`src/hw/rtl/ghfs_pkg.sv`:
```
package ghfs_pkg;

  // opcodes
  localparam logic [1:0] OP_POLL    = 2'd0;
  localparam logic [1:0] OP_FIX     = 2'd1;
  localparam logic [1:0] OP_SECONDS = 2'd2;

  // frame kinds
  localparam logic [1:0] KIND_NONE = 2'd0;
  localparam logic [1:0] KIND_TIME = 2'd1;
  localparam logic [1:0] KIND_FIX  = 2'd2;

  // payload lengths
  localparam logic [2:0] LEN_NONE = 3'd0;
  localparam logic [2:0] LEN_TIME = 3'd5;
  localparam logic [2:0] LEN_FIX  = 3'd6;

  // sequencer steps
  localparam logic [1:0] STEP_LAT   = 2'd0;
  localparam logic [1:0] STEP_LON   = 2'd1;
  localparam logic [1:0] STEP_HGT   = 2'd2;
  localparam logic [1:0] STEP_STRAY = 2'd3;

  // register indexes
  localparam int unsigned CFG_IDX_W = 3;
  localparam logic [CFG_IDX_W-1:0] REG_TIME_ID     = 3'd0;
  localparam logic [CFG_IDX_W-1:0] REG_FIX_ID      = 3'd1;
  localparam logic [CFG_IDX_W-1:0] REG_CMD_ID      = 3'd2;
  localparam logic [CFG_IDX_W-1:0] REG_TIME_PERIOD = 3'd3;
  localparam logic [CFG_IDX_W-1:0] REG_FIX_PERIOD  = 3'd4;
  localparam logic [CFG_IDX_W-1:0] REG_FIX_GAP     = 3'd5;

  typedef struct packed {
    logic [1:0]         opcode;
    logic [31:0]        tick_now;
    logic               rx_present;
    logic [31:0]        rx_frame_id;
    logic               fix_good;
    logic signed [7:0]  fix_status;
    logic [1:0]         fix_kind;
    logic [4:0]         satellites;
    logic signed [31:0] latitude;
    logic signed [31:0] longitude;
    logic signed [31:0] height;
    logic [31:0]        seconds_count;
  } in_item_t;

  typedef struct packed {
    logic [1:0]  frame_kind;
    logic [31:0] frame_id;
    logic [2:0]  frame_length;
    logic [47:0] frame_payload;
    logic        activity;
    logic        last;
  } out_item_t;

  typedef struct packed {
    logic [31:0] time_id;
    logic [31:0] fix_id;
    logic [31:0] cmd_id;
    logic [30:0] time_period;
    logic [30:0] fix_period;
    logic [30:0] fix_gap;
  } cfg_t;

  // one or two results per processed poll
  typedef struct packed {
    logic a;
    logic b;
  } push_t;

endpackage

```
`src/hw/rtl/gps_heartbeat_frame_scheduler_unit.sv`:
```
// Path: an accepted item waits in the core's input register until the result queue
//   has room; its results are then written into the queue, which raises out_valid.
// Throughput: one item per cycle unless input stalls; a poll with time and fix
//   frames gives two results, and input stalls while the result queue (QUEUE_DEPTH)
//   has fewer than two free entries.
// Reset: synchronous, active low; clears config registers, deadlines, step,
//   fix buffer, seconds count and the result queue.
module gps_heartbeat_frame_scheduler_unit #(
  parameter int unsigned QUEUE_DEPTH = 4
) (
  input  logic                           clk,
  input  logic                           rst_n,
  // input item channel
  input  logic                           in_valid,
  output logic                           in_stall,
  input  ghfs_pkg::in_item_t             in_data,
  // result channel
  output logic                           out_valid,
  input  logic                           out_stall,
  output ghfs_pkg::out_item_t            out_data,
  // register writes
  input  logic                           cfg_valid,
  output logic                           cfg_ready,
  input  logic [ghfs_pkg::CFG_IDX_W-1:0] cfg_index,
  input  logic [31:0]                    cfg_data
);
  import ghfs_pkg::*;

  cfg_t      cfg;
  logic      room;
  push_t     push;
  out_item_t res_a, res_b;

  // Register file; writes are always taken (ready held high).
  ghfs_regs u_regs (
    .clk       (clk),
    .rst_n     (rst_n),
    .cfg_valid (cfg_valid),
    .cfg_ready (cfg_ready),
    .cfg_index (cfg_index),
    .cfg_data  (cfg_data),
    .cfg       (cfg)
  );

  // Input register plus all scheduler state. An item in the register is
  // processed in one pass as soon as the queue has room for two results:
  // deadline checks, frame assembly and state update happen together.
  ghfs_core u_core (
    .clk      (clk),
    .rst_n    (rst_n),
    .cfg      (cfg),
    .in_valid (in_valid),
    .in_stall (in_stall),
    .in_data  (in_data),
    .room     (room),
    .push     (push),
    .res_a    (res_a),
    .res_b    (res_b)
  );

  // Result queue: takes up to two results a cycle, hands out one per transfer.
  ghfs_queue #(
    .DEPTH (QUEUE_DEPTH)
  ) u_queue (
    .clk       (clk),
    .rst_n     (rst_n),
    .push      (push),
    .res_a     (res_a),
    .res_b     (res_b),
    .room      (room),
    .out_valid (out_valid),
    .out_stall (out_stall),
    .out_data  (out_data)
  );

endmodule

```
`src/hw/rtl/ghfs_regs.sv`:
```
module ghfs_regs (
  input  logic                          clk,
  input  logic                          rst_n,
  input  logic                          cfg_valid,
  output logic                          cfg_ready,
  input  logic [ghfs_pkg::CFG_IDX_W-1:0] cfg_index,
  input  logic [31:0]                   cfg_data,
  output ghfs_pkg::cfg_t                cfg
);
  import ghfs_pkg::*;

  cfg_t cfg_r;

  assign cfg_ready = 1'b1;
  assign cfg       = cfg_r;

  always_ff @(posedge clk) begin
    if (!rst_n) begin
      cfg_r <= '0;
    end else if (cfg_valid) begin
      unique case (cfg_index)
        REG_TIME_ID:     cfg_r.time_id     <= cfg_data;
        REG_FIX_ID:      cfg_r.fix_id      <= cfg_data;
        REG_CMD_ID:      cfg_r.cmd_id      <= cfg_data;
        REG_TIME_PERIOD: cfg_r.time_period <= cfg_data[30:0];
        REG_FIX_PERIOD:  cfg_r.fix_period  <= cfg_data[30:0];
        REG_FIX_GAP:     cfg_r.fix_gap     <= cfg_data[30:0];
        default: ;
      endcase
    end
  end

endmodule

```
`src/hw/rtl/ghfs_core.sv`:
```
module ghfs_core (
  input  logic                clk,
  input  logic                rst_n,
  input  ghfs_pkg::cfg_t      cfg,
  input  logic                in_valid,
  output logic                in_stall,
  input  ghfs_pkg::in_item_t  in_data,
  input  logic                room,
  output ghfs_pkg::push_t     push,
  output ghfs_pkg::out_item_t res_a,
  output ghfs_pkg::out_item_t res_b
);
  import ghfs_pkg::*;

  typedef struct packed {
    logic signed [7:0]  status;
    logic [1:0]         kind;
    logic [4:0]         sats;
    logic signed [31:0] lat;
    logic signed [31:0] lon;
    logic signed [31:0] hgt;
  } fix_entry_t;

  function automatic logic passed(input logic [31:0] now, input logic [31:0] dl);
    logic [31:0] d;
    d = now - dl;
    return (d != 32'd0) && !d[31];
  endfunction

  logic        in_vld_r;
  in_item_t    item_r;
  logic [31:0] time_dl_r, time_dl_nxt;
  logic [31:0] fix_dl_r, fix_dl_nxt;
  logic [1:0]  step_r, step_nxt;
  logic        went_r;
  fix_entry_t  entries_r [2];
  logic [31:0] seconds_r;

  logic        fire, is_poll;
  logic        time_pass, fix_pass, cmd_seen, act;
  fix_entry_t  pub;
  logic [31:0] fix_val;
  out_item_t   time_frm, fix_frm, none_frm;

  assign fire     = in_vld_r && room;
  assign in_stall = in_vld_r && !room;
  assign is_poll  = item_r.opcode == OP_POLL;

  // published entry is the one not being written
  assign pub = entries_r[~went_r];

  assign time_pass = passed(item_r.tick_now, time_dl_r);
  assign fix_pass  = (step_r != STEP_STRAY) && passed(item_r.tick_now, fix_dl_r);
  assign cmd_seen  = item_r.rx_present && (item_r.rx_frame_id == cfg.cmd_id);
  assign act       = time_pass || fix_pass || cmd_seen;

  always_comb begin
    unique case (step_r)
      STEP_HGT: fix_val = pub.hgt;
      STEP_LON: fix_val = pub.lon;
      default:  fix_val = pub.lat;
    endcase
  end

  always_comb begin
    time_frm.frame_kind    = KIND_TIME;
    time_frm.frame_id      = cfg.time_id;
    time_frm.frame_length  = LEN_TIME;
    time_frm.frame_payload = {8'h00, seconds_r, pub.status};
    time_frm.activity      = act;
    time_frm.last          = !fix_pass;

    fix_frm.frame_kind     = KIND_FIX;
    fix_frm.frame_id       = cfg.fix_id;
    fix_frm.frame_length   = LEN_FIX;
    fix_frm.frame_payload  = {fix_val, pub.sats, 1'b0, step_r, pub.status[5:0], pub.kind};
    fix_frm.activity       = act;
    fix_frm.last           = 1'b1;

    none_frm               = '0;
    none_frm.frame_kind    = KIND_NONE;
    none_frm.frame_length  = LEN_NONE;
    none_frm.activity      = act;
    none_frm.last          = 1'b1;
  end

  // slot a takes the first frame, slot b only the fix frame behind a time frame
  always_comb begin
    res_b  = fix_frm;
    push.a = fire && is_poll;
    push.b = fire && is_poll && time_pass && fix_pass;
    priority if (time_pass) begin
      res_a = time_frm;
    end else if (fix_pass) begin
      res_a = fix_frm;
    end else begin
      res_a = none_frm;
    end
  end

  always_comb begin
    time_dl_nxt = time_dl_r;
    fix_dl_nxt  = fix_dl_r;
    step_nxt    = step_r;
    if (time_pass) begin
      time_dl_nxt = item_r.tick_now + {1'b0, cfg.time_period};
    end
    if (step_r == STEP_STRAY) begin
      step_nxt = STEP_LAT;
    end else if (fix_pass) begin
      if (step_r == STEP_HGT) begin
        fix_dl_nxt = item_r.tick_now + {1'b0, cfg.fix_period};
        step_nxt   = STEP_LAT;
      end else begin
        fix_dl_nxt = item_r.tick_now + {1'b0, cfg.fix_gap};
        step_nxt   = step_r + 2'd1;
      end
    end
  end

  always_ff @(posedge clk) begin
    if (!rst_n) begin
      in_vld_r <= 1'b0;
    end else begin
      in_vld_r <= (in_valid && !in_stall) || (in_vld_r && !fire);
    end
  end

  always_ff @(posedge clk) begin
    if (in_valid && !in_stall) begin
      item_r <= in_data;
    end
  end

  always_ff @(posedge clk) begin
    if (!rst_n) begin
      time_dl_r    <= '0;
      fix_dl_r     <= '0;
      step_r       <= STEP_LAT;
      went_r       <= 1'b0;
      entries_r[0] <= '0;
      entries_r[1] <= '0;
      seconds_r    <= '0;
    end else if (fire) begin
      unique case (item_r.opcode)
        OP_POLL: begin
          time_dl_r <= time_dl_nxt;
          fix_dl_r  <= fix_dl_nxt;
          step_r    <= step_nxt;
        end
        OP_FIX: begin
          entries_r[went_r].status <= item_r.fix_status;
          if (item_r.fix_good) begin
            entries_r[went_r].kind <= item_r.fix_kind;
            entries_r[went_r].sats <= item_r.satellites;
            entries_r[went_r].lat  <= item_r.latitude;
            entries_r[went_r].lon  <= item_r.longitude;
            entries_r[went_r].hgt  <= item_r.height;
            went_r                 <= ~went_r;
          end
        end
        OP_SECONDS: seconds_r <= item_r.seconds_count;
        default: ;
      endcase
    end
  end

endmodule

```
`src/hw/rtl/ghfs_queue.sv`:
```
module ghfs_queue #(
  parameter int unsigned DEPTH = 4
) (
  input  logic                clk,
  input  logic                rst_n,
  input  ghfs_pkg::push_t     push,
  input  ghfs_pkg::out_item_t res_a,
  input  ghfs_pkg::out_item_t res_b,
  output logic                room,
  output logic                out_valid,
  input  logic                out_stall,
  output ghfs_pkg::out_item_t out_data
);
  import ghfs_pkg::*;

  localparam int unsigned PTR_W = (DEPTH > 1) ? $clog2(DEPTH) : 1;
  localparam int unsigned CNT_W = $clog2(DEPTH + 1);

  function automatic logic [PTR_W-1:0] inc(input logic [PTR_W-1:0] p);
    return (p == PTR_W'(DEPTH - 1)) ? '0 : p + 1'b1;
  endfunction

  out_item_t        mem_r [DEPTH];
  logic [PTR_W-1:0] wr_ptr_r, rd_ptr_r, wr_ptr_b;
  logic [CNT_W-1:0] count_r, count_nxt;
  logic             pop;

  assign wr_ptr_b  = inc(wr_ptr_r);
  assign out_valid = count_r != '0;
  assign out_data  = mem_r[rd_ptr_r];
  assign pop       = out_valid && !out_stall;
  // a poll may need two slots; judged before this cycle's pop
  assign room      = ((CNT_W + 1)'(count_r) + (CNT_W + 1)'(2)) <= (CNT_W + 1)'(DEPTH);

  always_comb begin
    count_nxt = count_r + CNT_W'(push.a) + CNT_W'(push.b) - CNT_W'(pop);
  end

  always_ff @(posedge clk) begin
    if (push.a) begin
      mem_r[wr_ptr_r] <= res_a;
    end
    if (push.b) begin
      mem_r[wr_ptr_b] <= res_b;
    end
  end

  always_ff @(posedge clk) begin
    if (!rst_n) begin
      wr_ptr_r <= '0;
      rd_ptr_r <= '0;
      count_r  <= '0;
    end else begin
      count_r <= count_nxt;
      if (push.b) begin
        wr_ptr_r <= inc(wr_ptr_b);
      end else if (push.a) begin
        wr_ptr_r <= wr_ptr_b;
      end
      if (pop) begin
        rd_ptr_r <= inc(rd_ptr_r);
      end
    end
  end

endmodule

```
`config.mk`:
```
export PLATFORM = sky130hd
export DESIGN_NAME = gps_heartbeat_frame_scheduler_unit
export DESIGN_NICKNAME = d
export VERILOG_FILES = /design/src/hw/rtl/ghfs_pkg.sv /design/src/hw/rtl/gps_heartbeat_frame_scheduler_unit.sv /design/src/hw/rtl/ghfs_regs.sv /design/src/hw/rtl/ghfs_core.sv /design/src/hw/rtl/ghfs_queue.sv
export SDC_FILE = /design/constraint.sdc
export NUM_CORES = 2
export LEC_CHECK = 0
export BUFFER_PORTS_ARGS = -buffer_cell sky130_fd_sc_hd__buf_2
export CAP_MARGIN = 0
export CORE_MARGIN = 2
export CORE_UTILIZATION = 24
export DETAILED_ROUTE_END_ITERATION = 8
export PLACE_DENSITY = 0.45
export SETUP_SLACK_MARGIN = 0.05
export SLEW_MARGIN = 30
export SYNTH_ARGS = -nofsm -noshare
export SYNTH_HDL_FRONTEND = slang
export SYNTH_SLANG_ARGS = --single-unit
```
`constraint.sdc`:
```
create_clock -name clk -period 20.8 [get_ports clk]
set_input_delay 1.04 -clock clk [delete_from_list [all_inputs] [get_ports clk]]
set_output_delay 1.04 -clock clk [all_outputs]
set_load 0.05 [all_outputs]
```
# Word-level counts from Yosys, hierarchy flattened
# Memories as Yosys holds them, arrays and structs flattened. A register that Yosys moved wholly into a read port is not among the register bits.
# Index checks and enable logic that the tools add are counted.
# op_classes
add_sub_neg	13
magnitude_cmp	1
eq_ne	15
n_mux	31
bitwise_logic	2
reduce_logical	41
# op_table
operator	count
2-to-1 mux 87 bit	2
2-to-1 mux 111 bit	1
OR reduction 111 bit	1
adder 32 x 31 -> 32 bit	3
one-hot mux 32 bit (2 select lines)	1
nonzero test 32 bit	2
subtractor 32 bit	2
== test 32 bit	1
2-to-1 mux 32 bit	1
2-to-1 mux 2 bit	11
2-to-1 mux 1 bit	15
AND reduction 2 bit	7
== test 2 bit (second input constant)	6
logical AND 1 bit	12
AND reduction 3 bit	3
adder 2 x 1 -> 2 bit (second input constant)	4
zero test 1 bit	7
adder 3 x 1 -> 3 bit	2
== test 3 x 2 -> 1 bit (second input constant)	2
== test 3 bit (second input constant)	2
adder 3 x 2 -> 4 bit (second input constant)	1
== test 2 x 1 -> 1 bit (second input constant)	2
less-or-equal comparator 4 x 3 -> 1 bit (second input constant)	1
AND reduction 4 bit	1
other kinds (9)	13
# word_totals
regBits	507
ram_bits	570
output_inout_bits	90
n_memories	2
# memory_table
memory	words	word_bits	read_ports	rd_ports_with_merged_regs	write_ports	line	source
u_queue.mem_r	4	87	1	1	2	ghfs_queue.sv:23	out_item_t mem_r [DEPTH];
u_core.entries_r	2	111	1	0	2	ghfs_core.sv:36	fix_entry_t entries_r [2];

# Longest topological paths before layout
# logic_depth
depth_word	8
ltp_mapped	21

# Cells and area by module
# Synthesis repeated with hierarchy kept, for this count alone.
# hier_totals
cells_unflattened	4332
hier_area_um2	53756.6
# modules_own_cells
module	n_inst	cells_each	area_per_inst_um2	seq_area_each_um2
ghfs_core	1	2777	29592.1	15004.4
ghfs_queue	1	901	17305.3	10630.2
ghfs_regs	1	654	6859.1	3783.6

# Least setup slack after synthesis
# Ideal clock, no wire load.
# synth_path
path_kind	register to register
from	reg u_queue.count_r[1]
to	reg u_core.item_r[0] in the netlist's numbering, enable pin
setup_ns	0.806
arrival_time_ns	10.438
required_time_ns	19.994
slack_ns	9.556
stages_incl_launch_ff	5
n_path_buf	0
synth_period_minus_slack_ns	11.244
cell_sequence	dfxtp_1 -> ha_1 -> o21ai_0 -> nor2b_1 -> nor2b_1
# synth_between
elab_chain_cells	6
# synth_rtl
element	line	source
from (decl)	ghfs_queue.sv:25	logic [CNT_W-1:0] count_r, count_nxt;
from (signal assigned)	ghfs_queue.sv:54	count_r <= count_nxt;
adder 3 x 2 -> 4 bit	ghfs_queue.sv:33	assign room = ((CNT_W + 1)'(count_r) + (CNT_W + 1)'(2)) <= (CNT_W + 1)'(DEPTH);
less-or-equal comparator 4 x 3 -> 1 bit	ghfs_queue.sv:33	
zero test 1 bit	ghfs_core.sv:46	assign in_stall = in_vld_r && !room;
logical AND 1 bit	ghfs_core.sv:46	
via in_stall	gps_heartbeat_frame_scheduler_unit.sv:15	output logic in_stall,
zero test 1 bit	ghfs_core.sv:130	if (in_valid && !in_stall) begin
logical AND 1 bit	ghfs_core.sv:130	
to (signal assigned)	ghfs_core.sv:131	item_r <= in_data;
to (decl)	ghfs_core.sv:31	in_item_t item_r;
# The timed path passes the listed nets, and every way through them passes these cells.
# A chain may end at the register's enable or synchronous reset.

==> metrics.log <==
INFO  metric pin_count_of_the_biggest_net_entering_global_routing = about 160
INFO  metric synthesis.instances = between 4000 and 5000
INFO  metric power.share.sequential = 0.412
INFO  metric grt_pass1_vias = roughly 35000
INFO  metric tritoncts.num_buffers = 133
INFO  metric drt.antenna.violating_nets = 0
INFO  metric dr.pass1.iters = 7
INFO  metric critical_path.endpoint_type = flop
INFO  metric dr.first_iter.drc_count = ~2700
INFO  metric timing.max_cap.violations = 0
INFO  metric die_w = 461 um
INFO  metric io_buffer_count = 339
INFO  metric dominantRegCellSynth = sky130_fd_sc_hd__edfxtp_1
INFO  metric die_h = 461 um
INFO  metric synth_nets = ~4600
INFO  metric fp.dieArea = 213000 sq um
INFO  metric ctsHtreeMaxLevel = 4
INFO  metric worst_path_required = roughly 21 ns
INFO  metric total_switching_power = roughly 1.9 mW
INFO  metric detailroute.via_count = ~35000
INFO  metric critical_path.max_fanout = between 150 and 200
INFO  metric sw_ratio = 0.316
INFO  metric row_count = between 150 and 200
INFO  metric worst_hold_path_type = input port to flop
INFO  metric detail_route.vias_per_cell = ~4.7
INFO  metric skew = 0.0422 ns
INFO  metric grt_pass1_wl = around 240000 um
INFO  metric clock_tree.buffer_depth = 3
INFO  metric detail_route.wl_per_cell = roughly 23 um
INFO  metric yosys.area.top_type_share = 0.450
INFO  metric critical-path-max-stage-delay = a little under 0.8 ns
INFO  metric cts_tree = done
INFO  metric synth_cell_type_count = 87
INFO  metric post_place_instance_area = ~55000 sq um
INFO  metric comb_power_share = 0.202
INFO  metric worst_skew_pair.late_latency = between 0.7 and 0.8 ns
INFO  metric yosysSeqAreaShare = 0.577
INFO  metric synth_area = ~50000 sq um
INFO  metric grt_setup_unrepaired = no
INFO  metric place.detailed.hpwl = about 110000 um
INFO  metric setup_ws = 13.85 ns
INFO  metric timing_hold_violations_final = 0
INFO  metric synthesis.yosys.warnings = 0
INFO  metric leakage = a little over 20 nW
INFO  metric post_synth_most_frequent_cells = 753 x sky130_fd_sc_hd__edfxtp_1, 611 x sky130_fd_sc_hd__nand2_1, 401 x sky130_fd_sc_hd__a21oi_1, 318 x sky130_fd_sc_hd__dfxtp_1, 237 x sky130_fd_sc_hd__and2_1
INFO  metric crit_path_cell_trace = inv_1 -> fa_1 -> nor2b_1 -> o31a_1 -> o2111a_1 -> o21bai_4 -> a21oi_2 -> a22o_1 -> a221oi_2 -> xnor2_1 -> a2111oi_2 -> a311oi_4 -> buf_12 -> and2_4 -> nand4_1 -> nand2_4 -> buf_6
INFO  metric worst_hold_slack = around 0.43 ns
INFO  metric core_area = about 210000 sq um
INFO  metric outcome = complete, no violations
INFO  metric timing.critical_path.from_type = flop
INFO  metric netlist_top_cells_area = sky130_fd_sc_hd__edfxtp_1 45%, sky130_fd_sc_hd__dfxtp_1 13%, sky130_fd_sc_hd__nand2_1 4.6%, sky130_fd_sc_hd__a21oi_1 4.0%, sky130_fd_sc_hd__mux4_2 3.8%
INFO  metric timing.critical_path.slowest_stage_cell = sky130_fd_sc_hd__and2_4
INFO  metric tightestPinTransition = 1.00 ns
INFO  metric place_congestion = 0.871
INFO  metric clockRootBuffer = sky130_fd_sc_hd__clkbuf_16
INFO  metric maxClockFrequency = 144 MHz
INFO  metric max_slew_margin_vs_limit = 0.324
INFO  metric power.density_cell_area = about 100 nW/um^2
INFO  metric layout.nets = 4890
INFO  metric criticalPathCategory = flop to flop
INFO  metric clkTransAtPathRegs = about 0.06 ns
INFO  metric synth_most_common_cell = sky130_fd_sc_hd__edfxtp_1
INFO  metric initial_utilization = 0.242
INFO  metric fin_util = 0.286
INFO  metric drive_gt1_frac = 0.183
INFO  metric timing.final.setup_violations = 0
INFO  metric yosys.area.top_type = sky130_fd_sc_hd__edfxtp_1
INFO  metric globalRoute.totalOverflow = 0
INFO  metric worst-endpoint-arrival = between 7 and 8 ns
INFO  metric asyncSetResetFlopFracSynth = 0
INFO  metric postCtsSetupBuffers = 0
INFO  metric post-route-period-util = 0.334
INFO  metric grt_util_all_layers = 0.154
INFO  metric synth_enable_flop_cells = 753
INFO  metric syn_avg_cell_area = around 12 sq um
INFO  metric route.detailed.drc = 0
INFO  metric clkPwrFrac = 0.386
INFO  metric min_period = 6.95 ns
INFO  metric top_level_ports = approximately 340
INFO  metric final-max-slew-violation-count = 0
INFO  metric cts_hold_buffers = 0
INFO  metric synth_to_final_area_change = 18.4%
INFO  metric clock_sink_count = 1071
INFO  metric placement.setup.worst_slack = around 14 ns
INFO  metric power_report.internal_total = around 4.2 mW
INFO  metric post_cts_resized = 0
INFO  metric antenna_found_initial = 16
INFO  metric setup_total_negative_slack = 0 ns
INFO  metric vdd.ir_drop.worst = ~0.094 mV
INFO  metric drt_wl_total = between 150000 and 200000 um
INFO  metric synth-seq-cells = roughly 1100
INFO  metric postLayoutCellArea = 59400 sq um
-- final timing paths --
path	startpoint	end	slack [ns]	cells after the start
worst min-delay path	in_data[72]	u_core.item_r[72]$_DFFE_PP_	0.43	1
worst max-delay path	u_core.item_r[178]$_DFFE_PP_	u_queue.mem_r[0][60]$_DFFE_PP_	13.85	17
worst min register to register	u_core.fix_dl_r[22]$_SDFFE_PN0P_	u_core.fix_dl_r[22]$_SDFFE_PN0P_	0.45	2
worst max register to register	u_core.item_r[178]$_DFFE_PP_	u_queue.mem_r[0][60]$_DFFE_PP_	13.85	17
-- kinds of logic after synthesis --
logic type / count (synthesis) / synth area share
simple gates: 1262 / 0.118
flops: 1071 / 0.577
compound gates: 1035 / 0.144
buf+inv: 367 / 0.0315
mux: 246 / 0.0731
fa+ha+maj: 142 / 0.0363
xor+xnor: 114 / 0.0199
other cells: 1 / 0.0000747
-- power by group through the flow --
stage          Clock (mW)  Sequential [mW]  Combinational, mW
6_report             2.34             2.50               1.22
5_1_grt              2.49             2.52               1.31
4_1_cts              2.40             2.50               1.25
3_5_place_dp            0             2.55               1.25
3_3_place_gp            0             2.55               1.24
2_1_floorplan           0             2.52              0.833
-- through the flow --
step / std cells / power (mW)
after floorplan: 4238 / 3.36
after global placement: 7147 / 3.79
after detailed placement: 7150 / 3.79
after CTS: 7395 / 6.16
after global routing: 7397 / 6.32
final: 7399 / 6.07
-- cells in the final DEF (no fill, tap or decap), types with 28 or more instances in the layout --
master                      Yosys  layout
sky130_fd_sc_hd__nand4_1       32      32
sky130_fd_sc_hd__buf_2         41     339
sky130_fd_sc_hd__mux2_2       101     102
sky130_fd_sc_hd__nand2b_1      28      28
sky130_fd_sc_hd__o22ai_1       30      30
sky130_fd_sc_hd__inv_1         95      94
sky130_fd_sc_hd__clkbuf_1     181      35
sky130_fd_sc_hd__o2bb2ai_1     87      87
sky130_fd_sc_hd__o21ai_0       67      64
sky130_fd_sc_hd__nor3_1        59      55
sky130_fd_sc_hd__nand3_1       38      35
sky130_fd_sc_hd__nand2_1      611     604
sky130_fd_sc_hd__and2_1       237     236
sky130_fd_sc_hd__buf_4          6      41
sky130_fd_sc_hd__dfxtp_1      318     315
sky130_fd_sc_hd__nor2b_1       46      45
sky130_fd_sc_hd__a211oi_1      43      43
sky130_fd_sc_hd__mux4_2        85      85
sky130_fd_sc_hd__nor2_1       147     142
sky130_fd_sc_hd__a21o_1        59      59
sky130_fd_sc_hd__a32o_1       165     165
sky130_fd_sc_hd__xor2_1        39      39
sky130_fd_sc_hd__a21oi_1      401     401
sky130_fd_sc_hd__xnor2_1       75      75
sky130_fd_sc_hd__edfxtp_1     753     753
sky130_fd_sc_hd__mux2i_1       56      53
sky130_fd_sc_hd__clkbuf_16      0     139
sky130_fd_sc_hd__ha_1         136     134
-- worst max-delay path: cells and delay by family (launching register included) --
| family | cells | cell delay, ns |
|---|---|---|
| compound gates | 8 | 1.85 |
| xor+xnor | 1 | 0.19 |
| fa+ha+maj | 1 | 0.46 |
| buf+inv | 3 | 1.47 |
| flops | 1 | 0.51 |
| simple gates | 4 | 1.85 |
-- registers in the layout (all words and copies together) (netlist names), named ones only --
| signal | cells |
|---|---|
| u_core.went_r | 1 |
| u_core.in_vld_r | 1 |
| u_regs.cfg | 189 |
| u_core.fix_dl_r | 32 |
| u_core.step_r | 2 |
| u_core.item_r | 211 |
| u_core.seconds_r | 32 |
| u_queue.wr_ptr_r | 2 |
| u_queue.mem_r | 340 |
| u_queue.count_r | 3 |
| u_core.entries_r | 222 |
| u_queue.rd_ptr_r | 2 |
| u_core.time_dl_r | 32 |
-- final cells by class --
cell class	count	area (sq um)
sequential	1071	29000
inverter	96	368
clock buffer	188	3800
fill	21291	148000
clock inverter	57	618
tap	2788	3490
multi-input combinational	2800	19900
antenna	4	10.0
timing repair buffer	395	2230
-- per-layer routing --
layer	wire, um	track usage
met1	74200	0.205
met4	4610	0.0499
met2	79400	0.253
met5	0	0
met3	9310	0.0283
Power figures use the tool's default switching activity.
